===== config.mk =====
export PLATFORM = sky130hd
export DESIGN_NAME = audio_level_meter
export DESIGN_NICKNAME = d
export VERILOG_FILES = /design/src/alm_pkg.sv /design/src/audio_level_meter.sv /design/src/alm_itu.sv /design/src/alm_acc.sv
export SDC_FILE = /design/constraint.sdc
export NUM_CORES = 2
export LEC_CHECK = 0
export ABC_AREA = 1
export BUFFER_PORTS_ARGS = -buffer_cell sky130_fd_sc_hd__buf_2
export CAP_MARGIN = 0
export CORE_MARGIN = 2
export CORE_UTILIZATION = 30
export DETAILED_ROUTE_END_ITERATION = 12
export PLACE_DENSITY = 0.45
export SYNTH_ARGS = -nofsm -noshare
export SYNTH_HDL_FRONTEND = slang
export SYNTH_SLANG_ARGS = --single-unit

===== constraint.sdc =====
create_clock -name clk_i -period 7.7 [get_ports clk_i]
set_input_delay 1.155 -clock clk_i [delete_from_list [all_inputs] [get_ports clk_i]]
set_output_delay 1.155 -clock clk_i [all_outputs]
set_load 0.05 [all_outputs]

===== src/alm_pkg.sv =====
// Shared constants, types and control structs for the audio level meter.
package alm_pkg;

  // Buffer and sample geometry
  localparam int MAX_FRAMES  = 4096;
  localparam int SAMPLE_W    = 16;
  localparam int FRAME_IDX_W = $clog2(MAX_FRAMES);
  localparam int COUNT_W     = $clog2(MAX_FRAMES + 1);

  // Accumulator widths: exact for a full buffer of worst-case samples
  localparam int SQ_W  = 2 * (SAMPLE_W - 1) + FRAME_IDX_W + 1;
  localparam int SUM_W = SAMPLE_W + FRAME_IDX_W + 1;

  // Result field widths
  localparam int LEN_W   = 13;
  localparam int BUF_W   = 32;
  localparam int FRAME_W = 48;

  // Iterative unit sizing
  localparam int ROOT_IN_W = 2 * SAMPLE_W;
  localparam int REM_W     = SAMPLE_W + 4;
  localparam int STEP_W    = $clog2(SQ_W + 1);

  typedef enum logic {
    OP_DIV,
    OP_SQRT
  } alm_op_e;

  // Command to the shared divide / square-root unit
  typedef struct packed {
    logic                start;
    alm_op_e             op;
    logic [SQ_W-1:0]     operand;
    logic [COUNT_W-1:0]  divisor;
    logic [STEP_W-1:0]   steps;
  } alm_cmd_t;

  // Status back from the shared unit
  typedef struct packed {
    logic            busy;
    logic            done;
    logic [SQ_W-1:0] result;
  } alm_rsp_t;

  // Control into the accumulator
  typedef struct packed {
    logic                       upd;
    logic                       clr;
    logic                       last;
    logic signed [SAMPLE_W-1:0] sample;
  } alm_acc_ctl_t;

  // Accumulator contents
  typedef struct packed {
    logic [SAMPLE_W-1:0]     peak;
    logic [SQ_W-1:0]         sq_sum;
    logic signed [SUM_W-1:0] sum;
    logic [COUNT_W-1:0]      count;
    logic                    ovf;
    logic [BUF_W-1:0]        buf_cnt;
    logic [FRAME_W-1:0]      frame_cnt;
  } alm_acc_t;

endpackage


===== src/audio_level_meter.sv =====
// Top level: audio peak / RMS / DC level meter with sequencer and output register.
//
//   channel | direction | handshake               | payload
//   --------+-----------+-------------------------+-----------------------------------------
//   in      | input     | in_valid_i / in_ready_o | sample_i, last_i
//   out     | output    | out_valid_o/out_ready_i | peak, rms, dc, length, totals, too_long
//
// A sample without last is accepted and then accumulated.
// A last sample is accepted, accumulated and launched, then the shared unit runs a
// 43-step divide for the mean square, a 16-step square root and a 28-step divide for the DC
// mean one after another, each ending in a done strobe, and the finishing state loads the result.
// in_ready_o is high only while the sequencer is idle; a result waits in the output
// register and only the next buffer end stalls on it.
// Reset clears the peak hold, the sums and both totals; no clearing pass is needed.
module audio_level_meter (
  input  logic               clk_i,
  input  logic               rst_ni,
  input  logic               in_valid_i,
  output logic               in_ready_o,
  input  logic signed [15:0] sample_i,
  input  logic               last_i,
  output logic               out_valid_o,
  input  logic               out_ready_i,
  output logic [15:0]        peak_mag_o,
  output logic [15:0]        rms_mag_o,
  output logic signed [15:0] dc_mean_o,
  output logic [12:0]        buffer_length_o,
  output logic [31:0]        buffer_total_o,
  output logic [47:0]        frames_total_o,
  output logic               too_long_o
);
  import alm_pkg::*;

  typedef enum logic [2:0] {
    S_IDLE,
    S_ACC,
    S_LAUNCH,
    S_MSDIV,
    S_SQRT,
    S_DCDIV,
    S_FIN
  } state_e;

  state_e                  state_q;
  logic signed [SAMPLE_W-1:0] s_q;
  logic                    last_q;
  logic [SAMPLE_W-1:0]     rms_q;
  logic [SAMPLE_W-1:0]     dc_q;

  logic                    o_valid_q;
  logic [SAMPLE_W-1:0]     o_peak_q;
  logic [SAMPLE_W-1:0]     o_rms_q;
  logic [SAMPLE_W-1:0]     o_dc_q;
  logic [LEN_W-1:0]        o_len_q;
  logic [BUF_W-1:0]        o_buf_q;
  logic [FRAME_W-1:0]      o_frames_q;
  logic                    o_long_q;

  alm_acc_ctl_t            acc_ctl;
  alm_acc_t                acc;
  alm_cmd_t                cmd;
  alm_rsp_t                rsp;

  logic                    in_xact;
  logic                    fin_load;
  logic [SUM_W-1:0]        sum_abs;
  logic [SAMPLE_W-1:0]     dc_mag;

  assign in_ready_o = (state_q == S_IDLE);
  assign in_xact    = in_valid_i && in_ready_o;
  assign fin_load   = (state_q == S_FIN) && (!o_valid_q || out_ready_i);

  assign sum_abs = acc.sum[SUM_W-1] ? (~acc.sum + 1'b1) : acc.sum;
  assign dc_mag  = rsp.result[SAMPLE_W-1:0];

  // Accumulator control
  assign acc_ctl.upd    = (state_q == S_ACC);
  assign acc_ctl.clr    = fin_load;
  assign acc_ctl.last   = last_q;
  assign acc_ctl.sample = s_q;

  alm_acc u_acc (
    .clk_i  (clk_i),
    .rst_ni (rst_ni),
    .ctl_i  (acc_ctl),
    .acc_o  (acc)
  );

  // Commands to the shared unit, issued on each state hand-off
  always_comb begin
    cmd.start   = 1'b0;
    cmd.op      = OP_DIV;
    cmd.operand = acc.sq_sum;
    cmd.divisor = acc.count;
    cmd.steps   = STEP_W'(SQ_W);
    unique case (state_q)
      S_LAUNCH: begin
        cmd.start = 1'b1;
      end
      S_MSDIV: begin
        cmd.start   = rsp.done;
        cmd.op      = OP_SQRT;
        cmd.operand = {rsp.result[ROOT_IN_W-1:0], {(SQ_W-ROOT_IN_W){1'b0}}};
        cmd.steps   = STEP_W'(SAMPLE_W);
      end
      S_SQRT: begin
        cmd.start   = rsp.done;
        cmd.operand = {sum_abs[SUM_W-2:0], {(SQ_W-SUM_W+1){1'b0}}};
        cmd.steps   = STEP_W'(SUM_W - 1);
      end
      S_IDLE, S_ACC, S_DCDIV, S_FIN: begin
        cmd.start = 1'b0;
      end
      default: begin
        cmd.start = 1'b0;
      end
    endcase
  end

  alm_itu u_itu (
    .clk_i  (clk_i),
    .rst_ni (rst_ni),
    .cmd_i  (cmd),
    .rsp_o  (rsp)
  );

  // Sequencer and output register
  always_ff @(posedge clk_i or negedge rst_ni) begin
    if (!rst_ni) begin
      state_q    <= S_IDLE;
      s_q        <= '0;
      last_q     <= 1'b0;
      rms_q      <= '0;
      dc_q       <= '0;
      o_valid_q  <= 1'b0;
      o_peak_q   <= '0;
      o_rms_q    <= '0;
      o_dc_q     <= '0;
      o_len_q    <= '0;
      o_buf_q    <= '0;
      o_frames_q <= '0;
      o_long_q   <= 1'b0;
    end else begin
      // A new result loaded in the same cycle keeps valid high
      if (o_valid_q && out_ready_i && !fin_load) begin
        o_valid_q <= 1'b0;
      end
      unique case (state_q)
        S_IDLE: begin
          if (in_xact) begin
            s_q     <= sample_i;
            last_q  <= last_i;
            state_q <= S_ACC;
          end
        end
        S_ACC: begin
          state_q <= last_q ? S_LAUNCH : S_IDLE;
        end
        S_LAUNCH: begin
          state_q <= S_MSDIV;
        end
        S_MSDIV: begin
          if (rsp.done) begin
            state_q <= S_SQRT;
          end
        end
        S_SQRT: begin
          if (rsp.done) begin
            rms_q   <= rsp.result[SAMPLE_W-1:0];
            state_q <= S_DCDIV;
          end
        end
        S_DCDIV: begin
          if (rsp.done) begin
            dc_q    <= acc.sum[SUM_W-1] ? (~dc_mag + 1'b1) : dc_mag;
            state_q <= S_FIN;
          end
        end
        S_FIN: begin
          if (fin_load) begin
            o_valid_q  <= 1'b1;
            o_peak_q   <= acc.peak;
            o_rms_q    <= rms_q;
            o_dc_q     <= dc_q;
            o_len_q    <= LEN_W'(acc.count);
            o_buf_q    <= acc.buf_cnt;
            o_frames_q <= acc.frame_cnt;
            o_long_q   <= acc.ovf;
            state_q    <= S_IDLE;
          end
        end
        default: begin
          state_q <= S_IDLE;
        end
      endcase
    end
  end

  assign out_valid_o     = o_valid_q;
  assign peak_mag_o      = o_peak_q;
  assign rms_mag_o       = o_rms_q;
  assign dc_mean_o       = $signed(o_dc_q);
  assign buffer_length_o = o_len_q;
  assign buffer_total_o  = o_buf_q;
  assign frames_total_o  = o_frames_q;
  assign too_long_o      = o_long_q;

`ifndef SYNTH
  // The block only takes samples while the shared unit is quiet
  a_ready_unit_idle: assert property (@(posedge clk_i) disable iff (!rst_ni)
    in_ready_o |-> !rsp.busy)
    else $error("audio_level_meter: ready while unit busy");

  // A new result is only loaded from the finishing state
  a_load_from_fin: assert property (@(posedge clk_i) disable iff (!rst_ni)
    $rose(o_valid_q) |-> $past(state_q == S_FIN))
    else $error("audio_level_meter: result loaded outside finish");
`endif

endmodule


===== src/alm_itu.sv =====
// Shared iterative unit: restoring divide (one bit per cycle) and square root (one digit per cycle).
module alm_itu (
  input  logic              clk_i,
  input  logic              rst_ni,
  input  alm_pkg::alm_cmd_t cmd_i,
  output alm_pkg::alm_rsp_t rsp_o
);
  import alm_pkg::*;

  logic [SQ_W-1:0]    src_q, src_d;
  logic [REM_W-1:0]   rem_q, rem_d;
  logic [SQ_W-1:0]    res_q, res_d;
  logic [COUNT_W-1:0] div_q, div_d;
  logic [STEP_W-1:0]  cnt_q, cnt_d;
  alm_op_e            op_q, op_d;
  logic               busy_q, busy_d;
  logic               done_q, done_d;

  logic [REM_W-1:0]   shifted;
  logic [REM_W-1:0]   trial;
  logic               ge;

  // Shift in the next operand bits and try the subtraction
  always_comb begin
    if (op_q == OP_SQRT) begin
      shifted = {rem_q[REM_W-3:0], src_q[SQ_W-1 -: 2]};
      trial   = {res_q[REM_W-3:0], 2'b01};
    end else begin
      shifted = {rem_q[REM_W-2:0], src_q[SQ_W-1]};
      trial   = REM_W'(div_q);
    end
    ge = (shifted >= trial);
  end

  // Sequencing: load on start, then one step per cycle
  always_comb begin
    src_d  = src_q;
    rem_d  = rem_q;
    res_d  = res_q;
    div_d  = div_q;
    cnt_d  = cnt_q;
    op_d   = op_q;
    busy_d = busy_q;
    done_d = 1'b0;
    if (cmd_i.start) begin
      src_d  = cmd_i.operand;
      rem_d  = '0;
      res_d  = '0;
      div_d  = cmd_i.divisor;
      cnt_d  = cmd_i.steps;
      op_d   = cmd_i.op;
      busy_d = 1'b1;
    end else if (busy_q) begin
      src_d = (op_q == OP_SQRT) ? (src_q << 2) : (src_q << 1);
      rem_d = ge ? (shifted - trial) : shifted;
      res_d = {res_q[SQ_W-2:0], ge};
      cnt_d = cnt_q - 1'b1;
      if (cnt_q == STEP_W'(1)) begin
        busy_d = 1'b0;
        done_d = 1'b1;
      end
    end
  end

  always_ff @(posedge clk_i or negedge rst_ni) begin
    if (!rst_ni) begin
      src_q  <= '0;
      rem_q  <= '0;
      res_q  <= '0;
      div_q  <= '0;
      cnt_q  <= '0;
      op_q   <= OP_DIV;
      busy_q <= 1'b0;
      done_q <= 1'b0;
    end else begin
      src_q  <= src_d;
      rem_q  <= rem_d;
      res_q  <= res_d;
      div_q  <= div_d;
      cnt_q  <= cnt_d;
      op_q   <= op_d;
      busy_q <= busy_d;
      done_q <= done_d;
    end
  end

  assign rsp_o.busy   = busy_q;
  assign rsp_o.done   = done_q;
  assign rsp_o.result = res_q;

`ifndef SYNTH
  // A new operation is never launched over one in flight
  a_start_idle: assert property (@(posedge clk_i) disable iff (!rst_ni)
    cmd_i.start |-> !busy_q)
    else $error("alm_itu: start while busy");

  // Restoring divide keeps the partial remainder below the divisor
  a_div_rem: assert property (@(posedge clk_i) disable iff (!rst_ni)
    (busy_q && op_q == OP_DIV) |-> (rem_q < REM_W'(div_q)))
    else $error("alm_itu: divide remainder out of range");
`endif

endmodule


===== src/alm_acc.sv =====
// Per-buffer sums, session peak hold and saturating transaction counters.
module alm_acc (
  input  logic                  clk_i,
  input  logic                  rst_ni,
  input  alm_pkg::alm_acc_ctl_t ctl_i,
  output alm_pkg::alm_acc_t     acc_o
);
  import alm_pkg::*;

  logic [SAMPLE_W-1:0]     peak_q, peak_d;
  logic [SQ_W-1:0]         sq_q, sq_d;
  logic signed [SUM_W-1:0] sum_q, sum_d;
  logic [COUNT_W-1:0]      count_q, count_d;
  logic                    ovf_q, ovf_d;
  logic [BUF_W-1:0]        buf_q, buf_d;
  logic [FRAME_W-1:0]      frame_q, frame_d;

  logic [SAMPLE_W-1:0]     mag;
  logic [2*SAMPLE_W-1:0]   mag_sq;

  // Magnitude and its square; the most negative sample maps to 2^(SAMPLE_W-1)
  assign mag    = ctl_i.sample[SAMPLE_W-1] ? (~ctl_i.sample + 1'b1) : ctl_i.sample;
  assign mag_sq = mag * mag;

  always_comb begin
    peak_d  = peak_q;
    sq_d    = sq_q;
    sum_d   = sum_q;
    count_d = count_q;
    ovf_d   = ovf_q;
    buf_d   = buf_q;
    frame_d = frame_q;
    if (ctl_i.upd) begin
      if (mag > peak_q) begin
        peak_d = mag;
      end
      // Samples past a full buffer touch only the peak hold, the overflow flag and the buffer count
      if (count_q < COUNT_W'(MAX_FRAMES)) begin
        sq_d    = sq_q + SQ_W'(mag_sq);
        sum_d   = sum_q + SUM_W'($signed(ctl_i.sample));
        count_d = count_q + 1'b1;
        if (frame_q != {FRAME_W{1'b1}}) begin
          frame_d = frame_q + 1'b1;
        end
      end else begin
        ovf_d = 1'b1;
      end
      if (ctl_i.last && (buf_q != {BUF_W{1'b1}})) begin
        buf_d = buf_q + 1'b1;
      end
    end else if (ctl_i.clr) begin
      sq_d    = '0;
      sum_d   = '0;
      count_d = '0;
      ovf_d   = 1'b0;
    end
  end

  always_ff @(posedge clk_i or negedge rst_ni) begin
    if (!rst_ni) begin
      peak_q  <= '0;
      sq_q    <= '0;
      sum_q   <= '0;
      count_q <= '0;
      ovf_q   <= 1'b0;
      buf_q   <= '0;
      frame_q <= '0;
    end else begin
      peak_q  <= peak_d;
      sq_q    <= sq_d;
      sum_q   <= sum_d;
      count_q <= count_d;
      ovf_q   <= ovf_d;
      buf_q   <= buf_d;
      frame_q <= frame_d;
    end
  end

  assign acc_o.peak      = peak_q;
  assign acc_o.sq_sum    = sq_q;
  assign acc_o.sum       = sum_q;
  assign acc_o.count     = count_q;
  assign acc_o.ovf       = ovf_q;
  assign acc_o.buf_cnt   = buf_q;
  assign acc_o.frame_cnt = frame_q;

`ifndef SYNTH
  // Count never passes the buffer limit
  a_count_max: assert property (@(posedge clk_i) disable iff (!rst_ni)
    count_q <= COUNT_W'(MAX_FRAMES))
    else $error("alm_acc: sample count above limit");

  // A clear leaves an empty buffer behind
  a_clear: assert property (@(posedge clk_i) disable iff (!rst_ni)
    (ctl_i.clr && !ctl_i.upd) |=> (count_q == '0 && !ovf_q))
    else $error("alm_acc: buffer not cleared");
`endif

endmodule

==> results.md <==
* Mean Syn Cell Area at 7.37 um^2
* Detailed Routing Iterations Pass 1 at 6
* Worst hold margin at 0.465 ns
* Vias in the first global route at 32100
* Die W at 353 um
* Drt total wl at 119000 um
* Total die area at 124000 um^2
* Ys flop type: dfrtp_1
* Top-area cell type share of the netlist area at 33.9%
* Placed cells at 6624
* Sink Count at 493
* Worst Hold End: dc_mean_o[12]$_DFFE_PN0P_
* Initial antenna violation count at 5
* Clock transition at path regs at 0.06 ns
* Vias per inst at 4.72
* R2R Path End: u_acc.sq_q[42]$_DFFE_PN0P_
* Initial DRC count at 2257
* Reg-to-reg startpoint: s_q[1]$_DFFE_PN0P_
* CP endpoint kind: register
* Hpwl dp at 91200 um
* Root Buffer: clkbuf_16
* Core ar. at 120000 um^2
* Via count at 31800
* Post-synthesis sequential area ratio at 33.9%
* Min Clock Period, post-route at 7.16 ns
* Synth cell count leaders: nand2_1 (1462), inv_1 (808), dfrtp_1 (493), nor2_1 (400), o21ai_0 (340)
* Most common cell in the netlist: nand2_1
* Crit path max fanout at 13
* Share of cells above drive strength 1 at 7.54%
* Area delta synth->final at 13.5%
* H-tree Lvls at 3
* DRC viols at 0
* Depth of the worst register-to-register path at 30
* Post-DRT Antenna Nets at 0
* GP Congestion at 0.884
* Achievable Freq at 140 MHz
* Row count at 127
* Hold path depth at 2
* Critical Setup Path Class: register to register
* Endpoints failing setup at 0
* Port Buffer Count at 164
* Global-route usage over all layers at 19.2%
* CP top delay family: adder cells
* GR Overflow Total at 0
* DP Area at 39100 um^2
* Largest net degree at the start of global routing at 124
* Status: finished clean
* Max-slew headroom at 26.5%
* Initial Util at 30.3%
* Most Frequent Cell on Critical Path: nand2_1
* Crit-path slowest cell: fa_1
* Diode count at 0
* Max_cap viols at 0
* Crit path launch: s_q[1]$_DFFE_PN0P_
* Largest area contributor in the netlist: dfrtp_1
* Syn Std Cell Area at 36400 um^2
* Die Span Y at 353 um
* Bufs on Longest Clock Path at 3
* Post-route insts no fill at 6742
* Synth top area cells: dfrtp_1 (34%), nand2_1 (15%), fa_1 (11%)
* Hold Crit Class: register to register
* Hold Startpoint: dc_q[12]$_DFFE_PN0P_
* Crit path launch type: register
* Hold Vio Cnt, Final at 0
* I/O pin cnt at 165
* Slowest stage delay, CP at 0.61 ns
* Worst-skew pair later-pin latency at 0.64 ns
* Tcrit/Tclk final at 93.0%
* Clk_skew at 0.0161 ns
* WP buf/inv at 6
* Yosys cell types at 54
* Cts bufs inserted at 67
* Worst reg-to-reg setup slack at 0.54 ns
* Final Instance Area at 41400 um^2
* Mapped Cells at 4943
* TritonCTS clock tree: built
* WP data required at 8.27 ns
* Hold_buf cts at 0
* Crit path arrival time at 7.73 ns
* Pins Over Slew Limit at 0
* First-pass GRT wire length at 187000 um
* EDFF count, synth at 0
* WL per Instance at 17.6 um
* NumNets Final at 5478
* Post-synth ARST share at 100%
* Synth Warn # at 0
* Seq cells post-synth at 493
* Worst-margin pin slew at 1.10 ns
==> sequential cells by signal, summed over array words and instances, names as in the netlist, 19 cells and up <==
signal / flops
u_acc.sum_q: 29
u_itu.res_q: 32
frames_total_o: 48
u_acc.frame_q: 48
u_acc.sq_q: 43
u_acc.buf_q: 32
u_itu.src_q: 43
u_itu.rem_q: 19
buffer_total_o: 32
==> layout make-up <==
type,instances,area (um^2)
flip-flops and latches,493,12300
clock inverters,23,380
clock buffers,94,1890
multi-input cells,3476,20400
repair buffers,216,1260
fillers,13000,78900
well taps,1612,2020
inverters,828,3110
==> worst max path at each step <==
stage,end,cells after the start
floorplan,u_acc.sq_q[38]$_DFFE_PN0P_,35
global placement,u_acc.sq_q[42]$_DFFE_PN0P_,33
detailed placement,u_acc.sq_q[38]$_DFFE_PN0P_,33
CTS,u_acc.sq_q[38]$_DFFE_PN0P_,33
global route,u_acc.sq_q[38]$_DFFE_PN0P_,34
finish,u_acc.sq_q[42]$_DFFE_PN0P_,30
==> cells in the final DEF (no fill, tap or decap), drive strengths merged, types with 13 or more instances in the layout <==
cell    count
a31oi      19
dfrtp     493
nor2      407
nand4      39
clkbuf     94
buf       216
nor3       77
fa        197
inv       829
o21ai     413
xnor2      18
a21oi     141
nand3     234
nand2    1471
nor4       13
ha        178
o22ai      63
nand3b     16
clkinv     14
xor2       88
==> tightest hold or removal path, cell delays in order, from the launching register on <==
cell and delay [ns]:
dfrtp_1 0.34, nand2_1 0.05, nand2_1 0.05
==> kinds of logic after synthesis <==
kind of cell,count (synthesis),share of synthesized area [%]
and+or+nand+nor,2272,25.4
buffers and inverters,983,10.5
AOI/OAI and AO/OA,705,10.6
DFF,493,33.9
adders and majority gates,375,16.9
xor gates and xnor gates,106,2.60
muxes,7,0.213
other,2,0.0206
==> routing by layer <==
layer	up-vias	part of all wire (%)	GRT usage (%)
li1	15800	-	-
met2	576	47	32.1
met1	15300	46	25.6
met5	-	0.019	0
met4	4	2.5	5.55
met3	150	4.4	2.78
==> repair_timing <==
action / CTS / global route
setup buffers: 0 / 1
endpoints found under the hold margin: 0 / 0
gates resized for setup: 0 / 11
setup endpoints to repair: 0 / 24
==> per-stage QoR <==
stage / setup slack (ns) / TNS (ns) / utilization, %
2_1_floorplan: 0.819 / 0 / -
3_3_place_gp: 0.387 / 0 / 32.5
3_5_place_dp: 0.323 / 0 / 32.5
4_1_cts: 0.276 / 0 / 34.4
5_1_grt: -0.0107 / -0.0107 / 34.4
6_report: 0.536 / 0 / 34.4
Power is not shown: default switching activity piles up to over one toggle a cycle in this logic, so the estimate is an artifact.
